<file path="src/hw/rtl/salb_pkg.sv">
// Shared types and constants of the slot allocator with live bitmap.
package salb_pkg;

	localparam int ADDR_W   = 48;
	localparam int OP_W     = 2;
	localparam int SIZE_W   = 32;
	localparam int STATUS_W = 3;
	localparam int LCOUNT_W = 12;
	localparam int BCOUNT_W = 5;

	// Operation codes.
	localparam logic [OP_W-1:0] OP_ALLOC    = 2'd0;
	localparam logic [OP_W-1:0] OP_FREE     = 2'd1;
	localparam logic [OP_W-1:0] OP_CONTAINS = 2'd2;

	// Result status codes.
	localparam logic [STATUS_W-1:0] ST_OK      = 3'd0;
	localparam logic [STATUS_W-1:0] ST_NULL    = 3'd1;
	localparam logic [STATUS_W-1:0] ST_BIG     = 3'd2;
	localparam logic [STATUS_W-1:0] ST_FULL    = 3'd3;
	localparam logic [STATUS_W-1:0] ST_NOTSLOT = 3'd4;

	// Length of the controller's wait for the address decoder after the decide state.
	localparam int LOC_CYCLES = 6;
	localparam int LOC_CNT_W  = 3;

	// Commands from the controller to the datapath.
	typedef struct packed {
		logic                load;
		logic                sweep;
		logic                pop;
		logic                free_push;
		logic                report_live;
		logic                finish;
		logic [STATUS_W-1:0] code;
	} cmd_t;

	// Status from the datapath to the controller.
	typedef struct packed {
		logic [OP_W-1:0] op;
		logic            size_zero;
		logic            size_big;
		logic            addr_null;
		logic            list_empty;
		logic            full;
		logic            sweep_last;
		logic            loc_ok;
	} stat_t;

endpackage

</file>
<file path="src/hw/rtl/salb_ctrl.sv">
// Controller state machine of the slot allocator.
module salb_ctrl (
	input  logic            clk,
	input  logic            arst_n,
	input  logic            start,
	output logic            busy,
	input  salb_pkg::stat_t stat,
	output salb_pkg::cmd_t  cmd
);

	localparam logic [2:0] S_INIT   = 3'd0;
	localparam logic [2:0] S_IDLE   = 3'd1;
	localparam logic [2:0] S_DECIDE = 3'd2;
	localparam logic [2:0] S_SWEEP  = 3'd3;
	localparam logic [2:0] S_READ   = 3'd4;
	localparam logic [2:0] S_POP    = 3'd5;
	localparam logic [2:0] S_LOC    = 3'd6;
	localparam logic [2:0] S_APPLY  = 3'd7;

	localparam logic [salb_pkg::LOC_CNT_W-1:0] LOC_LAST =
		salb_pkg::LOC_CNT_W'(salb_pkg::LOC_CYCLES - 1);

	logic [2:0]                     state_q;
	logic [2:0]                     state_d;
	logic [salb_pkg::LOC_CNT_W-1:0] loc_cnt_q;

	assign busy = (state_q != S_IDLE);

	// Next state and commands.
	always_comb begin
		cmd     = '0;
		state_d = state_q;
		unique case (state_q)
			S_INIT: begin
				cmd.sweep = 1'b1;
				if (stat.sweep_last) begin
					state_d = S_IDLE;
				end
			end
			S_IDLE: begin
				if (start) begin
					cmd.load = 1'b1;
					state_d  = S_DECIDE;
				end
			end
			S_DECIDE: begin
				unique case (stat.op)
					salb_pkg::OP_ALLOC: begin
						priority if (stat.size_zero) begin
							cmd.finish = 1'b1;
							cmd.code   = salb_pkg::ST_NULL;
							state_d    = S_IDLE;
						end else if (stat.size_big) begin
							cmd.finish = 1'b1;
							cmd.code   = salb_pkg::ST_BIG;
							state_d    = S_IDLE;
						end else if (stat.full) begin
							cmd.finish = 1'b1;
							cmd.code   = salb_pkg::ST_FULL;
							state_d    = S_IDLE;
						end else if (stat.list_empty) begin
							state_d = S_SWEEP;
						end else begin
							state_d = S_READ;
						end
					end
					salb_pkg::OP_FREE: begin
						priority if (stat.addr_null || stat.size_zero) begin
							cmd.finish = 1'b1;
							cmd.code   = salb_pkg::ST_NULL;
							state_d    = S_IDLE;
						end else if (stat.size_big) begin
							cmd.finish = 1'b1;
							cmd.code   = salb_pkg::ST_BIG;
							state_d    = S_IDLE;
						end else begin
							state_d = S_LOC;
						end
					end
					salb_pkg::OP_CONTAINS: begin
						state_d = S_LOC;
					end
					default: begin
						cmd.finish = 1'b1;
						cmd.code   = salb_pkg::ST_OK;
						state_d    = S_IDLE;
					end
				endcase
			end
			S_SWEEP: begin
				cmd.sweep = 1'b1;
				if (stat.sweep_last) begin
					state_d = S_READ;
				end
			end
			S_READ: begin
				state_d = S_POP;
			end
			S_POP: begin
				cmd.pop    = 1'b1;
				cmd.finish = 1'b1;
				cmd.code   = salb_pkg::ST_OK;
				state_d    = S_IDLE;
			end
			S_LOC: begin
				if (loc_cnt_q == LOC_LAST) begin
					state_d = S_APPLY;
				end
			end
			S_APPLY: begin
				cmd.finish = 1'b1;
				state_d    = S_IDLE;
				if (!stat.loc_ok) begin
					cmd.code = salb_pkg::ST_NOTSLOT;
				end else if (stat.op == salb_pkg::OP_FREE) begin
					cmd.code      = salb_pkg::ST_OK;
					cmd.free_push = 1'b1;
				end else begin
					cmd.code        = salb_pkg::ST_OK;
					cmd.report_live = 1'b1;
				end
			end
			default: begin
				state_d = S_IDLE;
			end
		endcase
	end

	// State register and decoder wait counter.
	always_ff @(posedge clk or negedge arst_n) begin
		if (!arst_n) begin
			state_q   <= S_INIT;
			loc_cnt_q <= '0;
		end else begin
			state_q <= state_d;
			if (state_q == S_LOC) begin
				loc_cnt_q <= loc_cnt_q + 1'b1;
			end else begin
				loc_cnt_q <= '0;
			end
		end
	end

endmodule

</file>
<file path="config.mk">
export PLATFORM = sky130hd
export DESIGN_NAME = salb_ctrl
export DESIGN_NICKNAME = d
export VERILOG_FILES = /design/src/hw/rtl/salb_pkg.sv /design/src/hw/rtl/salb_ctrl.sv
export SDC_FILE = /design/constraint.sdc
export NUM_CORES = 1
export LEC_CHECK = 0
export ABC_CLOCK_PERIOD_IN_PS = 3700
export BUFFER_PORTS_ARGS = -buffer_cell sky130_fd_sc_hd__buf_2
export CAP_MARGIN = 20
export CORE_AREA = 4 4 41 43
export DETAILED_ROUTE_END_ITERATION = 10
export DIE_AREA = 0 0 45 47
export SLEW_MARGIN = 10
export SYNTH_ARGS = -nofsm -noshare
export SYNTH_HDL_FRONTEND = slang
export SYNTH_SLANG_ARGS = --single-unit
export TNS_END_PERCENT = 30
</file>
<file path="constraint.sdc">
create_clock -name clk -period 3.7 [get_ports clk]
set_input_delay 0.74 -clock clk [delete_from_list [all_inputs] [get_ports clk]]
set_output_delay 0.74 -clock clk [all_outputs]
set_load 0.01 [all_outputs]
</file>
### Yosys cells after proc, flatten, opt, wreduce, memory -nomap -nowiden

Index checks and enable logic that the tools add are counted.

| cells by class | value |
|---|---|
| $add $sub $neg | 1 |
| equality and inequality tests | 15 |
| mux-type cells | 29 |
| reductions and logical operators | 6 |

Operators by type and width:

| cell | count |
|---|---|
| two-way mux 3 bit | 12 |
| one-hot mux 4 bit (3 select lines) | 2 |
| one-hot mux 3 bit (7 select lines) | 1 |
| two-way mux 4 bit | 5 |
| equality test 3 bit, second input constant | 5 |
| one-hot mux 3 bit (3 select lines) | 1 |
| inequality test 2 bit, second input constant | 4 |
| equality test 3 x 2 -> 1 bit, second input constant | 2 |
| two-way mux 1 bit | 6 |
| two-way mux 2 bit | 2 |
| AND reduction 4 bit | 1 |
| OR reduction 2 bit | 2 |
| adder 3 x 1 -> 3 bit, second input constant | 1 |
| equality test 3 x 1 -> 1 bit, second input constant | 1 |
| zero test 3 bit | 1 |
| inequality test 3 x 1 -> 1 bit, second input constant | 1 |
| equality test 2 x 1 -> 1 bit, second input constant | 1 |
| equality test 2 bit, second input constant | 1 |
| zero test 2 bit | 1 |
| logical OR 1 bit | 1 |

| word-level totals | value |
|---|---|
| register bits | 6 |
| input port bits | 12 |
| output and inout bits | 10 |
| logic and storage cells | 53 |

### Depth between registers and ports, before layout

Gate-level depths: netlist (run 1).

| logic depth | value |
|---|---|
| depth in word-level cells | 6 |
| gate-level depth with buffers | 6 |
| gate-level depth less buffers | 6 |

### Least setup slack after synthesis (run 1)

Ideal clock, no wire load.

| timing | value |
|---|---|
| path kind | in2out |
| start | input port stat[8] (netlist name) |
| end | output port cmd[3] (netlist name) |
| data arrival time | 1584 ps |
| required time | 2960 ps |
| slack | 1376 ps |
| stages on the path | 3 |
| path buffers | 0 |
| cell sequence | nand2b_1 -> or4_4 -> a41o_1 |

RTL lines:

| item | line | RTL |
|---|---|---|
| from (decl) | salb_ctrl.sv:7 | `input salb_pkg::stat_t stat,` |
| to (decl) | salb_ctrl.sv:8 | `output salb_pkg::cmd_t cmd` |

==> results of run 1 <==
cells in the mapped netlist (all sizes together), types with 2 or more instances:
cell / count / area (um^2)
dfrtp: 6 / 150.1
nor3: 4 / 20.02
inv: 4 / 15.01
a21oi: 4 / 20.02
o21ai: 2 / 10.01
ha: 2 / 25.02
nand2: 7 / 26.28
nor2: 10 / 37.54
metrics by stage:
stage / worst slack (ns) / instance area [um^2] / power [W] / hold WS, ns
3_5_place_dp: 1.123 / 589.3 / 0.0002819 / 0.4601
2_1_floorplan: 1.376 / 474.2 / 0.0002235 / 0.4367
3_3_place_gp: 1.133 / 589.3 / 0.0002823 / 0.4564
5_1_grt: 1.071 / 611.8 / 0.0003748 / 0.3088
4_1_cts: 1.125 / 611.8 / 0.0003456 / 0.3000
6_report: 1.128 / 611.8 / 0.0003400 / 0.3074
how the worst max path moves through the flow:
| stage | from | slack [ns] | end | cells past startpoint |
|---|---|---|---|---|
| 2_1_floorplan | stat[8] | 1.38 | cmd[3] | 3 |
| 3_3_place_gp | stat[8] | 1.13 | cmd[3] | 5 |
| 3_5_place_dp | stat[8] | 1.12 | cmd[3] | 5 |
| 4_1_cts | stat[8] | 1.12 | cmd[3] | 5 |
| 5_1_grt | stat[8] | 1.07 | cmd[3] | 5 |
| 6_report | stat[8] | 1.13 | cmd[3] | 5 |
final cells by class:
type | instances | area [um^2] | area share
repair buffers | 21 | 105.1 | 0.1718
clock buffers | 3 | 22.52 | 0.03681
inverters | 4 | 15.01 | 0.02454
multi-input cells | 48 | 300.3 | 0.4908
well taps | 15 | 18.77 | 0.03067
flip-flops and latches | 6 | 150.1 | 0.2454
logic make-up after synthesis:
| family | Yosys count | share of synthesized area |
|---|---|---|
| AOI/OAI and AO/OA | 14 | 0.2190 |
| xor gates and xnor gates | 1 | 0.01847 |
| adders and majority gates | 2 | 0.05276 |
| buffers and inverters | 6 | 0.05010 |
| DFF | 6 | 0.3166 |
| and+or+nand+nor | 31 | 0.3431 |
layer usage:
metal / share of wire / track usage
met1: 0.44 / 0.1740
met2: 0.43 / 0.1893
met3: 0.086 / 0.02299
met4: 0.038 / 0.1404
met5: 0 / 0
critical path, delay by kind of cell:
family	cells	cell delay, ns
AND/OR/NAND/NOR	2	0.60
buffers and inverters	2	0.25
AO/OA/AOI/OAI	1	0.24
state kept, by name, indices dropped and copies added, names as in the netlist:
| signal | flops |
|---|---|
| state_q | 3 |
| loc_cnt_q | 3 |
power by group:
part           internal, W  switching (W)
combinational    0.0000738      0.0000877
sequential       0.0000821      0.0000365
clock            0.0000367      0.0000232
==> qor.yml, run 1 <==
period_minus_slack_ns: 2.572
h-tree-depth: 1
drive_gt1_frac: 0.3659
reg2reg_to: "state_q[2]"
grt_max_degree: 12
cts_buffer_depth: 2
fp.dieW_um: 45
port_buffers: 21
stdcell_count: 97
synthDistinctLibCells: 29
setup_tns_ns: 0
cp_slowest_stage_delay_ns: 0.44
rows: 13
end_kind: "output port"
worst_r2r_path_depth: 3
final_cell_mix: "buf_2, nor2_1, nand2_1"
fin_crit_sh: 0.6952
finalMaxSlewViolations: 0
layout_commonest_cell: "buf_2"
drt-wirelength-per-cell_um: 11.53
tritoncts: "yes"
grt_usage: 0.1368
post-place-cells: 94
cpMaxStageDelayCell: "or4_4"
syn-cell-area_um2: 474.2
antenna_found_initial: 0
finClkSkew_ns: 0.0003362
grt_overflow: 0
vias: 509
path_cells: "buf_2 > nand2b_1 > or4_4 > a41o_1 > buf_2"
drt-initial-drc-count: 6
final_nets: 98
wl_um: 1118
yosysSeqAreaShare: 0.3166
rsz0062_at_grt: "false"
fillers: 150
cts.sinks: 6
diodes: 0
status: "finished clean"
dieArea_mm2: 0.002115
syn-num-nets: 74
max_slew.worst_pin.slew_ns: 0.3390
postRouteAntennaNets: 0
grt_pass1_vias: 507
route.detailed.drc: 0
grt_pass1_wl_um: 2028
timing.rr.start: "state_q[2]"
die_h_um: 47
clock_latency_ns: 0.24
path_class: "in2out"
critPathLaunchType: "input port"
syn_avg_cell_area_um2: 7.903
ys_ff_latch: 6
hold_viol_final: 0
routabilityCongestion: 0.6653
initial_core_util: 0.3644
yosysWarnings: 0
synth_ff_type: "dfrtp_1"
crit_path_max_fanout: 5
clockRootBuffer: "clkbuf_4"
setup_violations: 0
numCtsBuffers: 3
fmax_mhz: 388.8
cp.required_ns: 2.96
ioPinCount: 22
cts_resized: 0
dpl.hpwl_um: 871.6
drtPass1Iterations: 4
area_growth_pct: 29.02
holdCritPathClass: "in2async"
critPathMostFrequentCell: "buf_2"
async_flop_share: 1.000
synth_edf_count: 0
powerDensity_mw_per_mm2: 555.8
max-cap-violations: 0
vdd_drop_max_v: 0.0002805
synth_cells: 60
vias_per_cell: 5.247
r2r_slack_ns: 2.34
fin_util: 0.4702
cts_hold_buf: 0
crit_arrival_ns: 1.83
clk_pin_slew_ns: 0.04
postCtsSetupBuffers: 0
core_mm2: 0.001301
maxSlewHeadroom: 0.7740
power.leakage_nw: 0.3103
No activity file was read; power rests on OpenSTA's default activity.
==> run 2, diff against run 1 <==
--- a/config.mk
+++ b/config.mk
@@ -5,12 +5,13 @@
 export SDC_FILE = /design/constraint.sdc
 export NUM_CORES = 1
 export LEC_CHECK = 0
-export ABC_CLOCK_PERIOD_IN_PS = 3700
+export ABC_CLOCK_PERIOD_IN_PS = 2200
 export BUFFER_PORTS_ARGS = -buffer_cell sky130_fd_sc_hd__buf_2
 export CAP_MARGIN = 20
 export CORE_AREA = 4 4 41 43
 export DETAILED_ROUTE_END_ITERATION = 10
 export DIE_AREA = 0 0 45 47
+export PLACE_DENSITY = 0.66
 export SLEW_MARGIN = 10
 export SYNTH_ARGS = -nofsm -noshare
 export SYNTH_HDL_FRONTEND = slang
==> constraint.sdc (replaced) <==
create_clock -name clk -period 2.2 [get_ports clk]
set_input_delay 0.44 -clock clk [delete_from_list [all_inputs] [get_ports clk]]
set_output_delay 0.44 -clock clk [all_outputs]
set_load 0.01 [all_outputs]
==> run 2 against run 1 <==
Against the previous run:
- sequential power rose by 66%
- critical path type unchanged
- global-route usage fell by 2.1 points
- largest power group unchanged
- first-iteration DRC count fell by 67%
- sequential share of layout area did not move
- highest routed layer is now met3
==> qor.yml, run 2 (synthesized netlist as in run 1, its figures left out) <==
cts_buffer_depth: 2
p_switching_w: 0.0002496
power_frac_comb: 0.481
seqPwrFrac: 0.343
rsz0062_at_grt: "false"
postCtsSetupBuffers: 0
core_mm2: 0.001301
numCtsBuffers: 3
hold_viol_final: 0
swShare: 0.4352
clockRootBuffer: "clkbuf_4"
setup_slack_ns: 0.2126
power.share.clock: 0.176
max_slew.worst_pin.slew_ns: 0.3365
initial_core_util: 0.3644
end_kind: "output port"
wl_um: 1173
rows: 13
multiInputGateArea_um2: 300.3
fp.dieW_um: 45
path_cells: "buf_2 > nand2b_1 > or4_4 > a41o_1 > buf_2"
layout_commonest_cell: "buf_2"
vias: 512
vias_per_cell: 5.278
final_nets: 98
grt_overflow: 0
regArea_um2: 150.1
drt-wirelength-per-cell_um: 12.09
tritoncts: "yes"
fmax_mhz: 503.2
dpl.hpwl_um: 925
clock_latency_ns: 0.24
critPathLaunchType: "input port"
powerDensity_mw_per_mm2: 937.6
cp_slowest_stage_delay_ns: 0.44
critPathMostFrequentCell: "buf_2"
max-cap-violations: 0
ioPinCount: 22
setup_tns_ns: 0
dieArea_mm2: 0.002115
grt_usage: 0.1158
cts.sinks: 6
crit_arrival_ns: 1.55
pre_cts_slack_ns: 0.2088
finalPower_w: 0.0005737
grt_max_degree: 12
cts_resized: 0
vdd_drop_max_v: 0.0002631
clk_pin_slew_ns: 0.05
fin_crit_sh: 0.9033
area_growth_pct: 29.02
crit_buf_inv: 2
fillers: 149
setup_violations: 0
routabilityCongestion: 0.7189
cts_hold_buf: 0
p_int_w: 0.0003240
route.detailed.drc: 0
drt-initial-drc-count: 2
crit_cells: 5
cpMaxStageDelayCell: "or4_4"
status: "finished clean"
reg_top3: "loc_cnt_q x3, state_q x3"
power.leakage_nw: 0.3103
drtPass1Iterations: 2
period_minus_slack_ns: 1.987
grt_pass1_wl_um: 1814
finClkSkew_ns: 0.0001596
port_buffers: 21
maxSlewHeadroom: 0.7757
h-tree-depth: 1
postRouteAntennaNets: 0
crit_path_max_fanout: 5
critPathTopFamily: "simple AND/OR/NAND/NOR gates"
grt_pass1_vias: 450
worst_r2r_path_depth: 3
finalMaxSlewViolations: 0
diodes: 0
die_h_um: 47
path_class: "in2out"
drive_gt1_frac: 0.3659
final_cell_mix: "buf_2, nor2_1, nand2_1"
holdCritPathClass: "in2async"
cp.required_ns: 1.76
antenna_found_initial: 0
run 2: path summary, 6_finish.rpt:
kind	startpoint	end	slack (ns)
setup / recovery	stat[8]	cmd[3]	0.21
hold / removal	arst_n	state_q[2]	0.02
setup reg to reg	state_q[2]	state_q[2]	0.83
hold reg to reg	loc_cnt_q[0]	loc_cnt_q[0]	0.47
max in group asynchronous	arst_n	loc_cnt_q[0]	2.04
min in group clk	loc_cnt_q[0]	loc_cnt_q[0]	0.47
run 2: power groups by stage:
stage	sequential, W	clock, W	combinational, W
2_1_floorplan	0.000156	0	0.000220
3_3_place_gp	0.000197	0	0.000276
3_5_place_dp	0.000200	0	0.000278
4_1_cts	0.000198	0.000104	0.000281
5_1_grt	0.000206	0.000114	0.000312
6_report	0.000197	0.000101	0.000276
run 2: worst reg2reg max path: cells and delay by family (launching register included):
kind,cells,cell delay [ns]
compound gates,1,0.30
buf+inv,1,0.19
flops,1,0.53
simple gates,1,0.23
run 2: through the flow:
| stage | hold WS, ns | cells | util | area [um^2] |
|---|---|---|---|---|
| floorplan | 0.1444 | 60 | - | 474.2 |
| global placement | 0.2713 | 94 | 0.4529 | 589.3 |
| detailed placement | 0.2723 | 94 | 0.4529 | 589.3 |
| CTS | 0.01592 | 97 | 0.4702 | 611.8 |
| global route | 0.01529 | 97 | 0.4702 | 611.8 |
| finish | 0.01743 | 97 | 0.4702 | 611.8 |
run 2: routing by layer:
layer,global-route usage,up-vias,routed length [um]
met5,0,-,0
met4,0.07018,0,0
met3,0,0,79
met2,0.2034,16,548
met1,0.1425,235,544
li1,-,261,-
run 2: layout make-up:
cell class,count,share of cell area
Clock buffer,3,0.03681
Timing Repair Buffer,21,0.1718
Tap cell,15,0.03067
Sequential cell,6,0.2454
Inverter,4,0.02454
Multi-Input combinational cell,48,0.4908
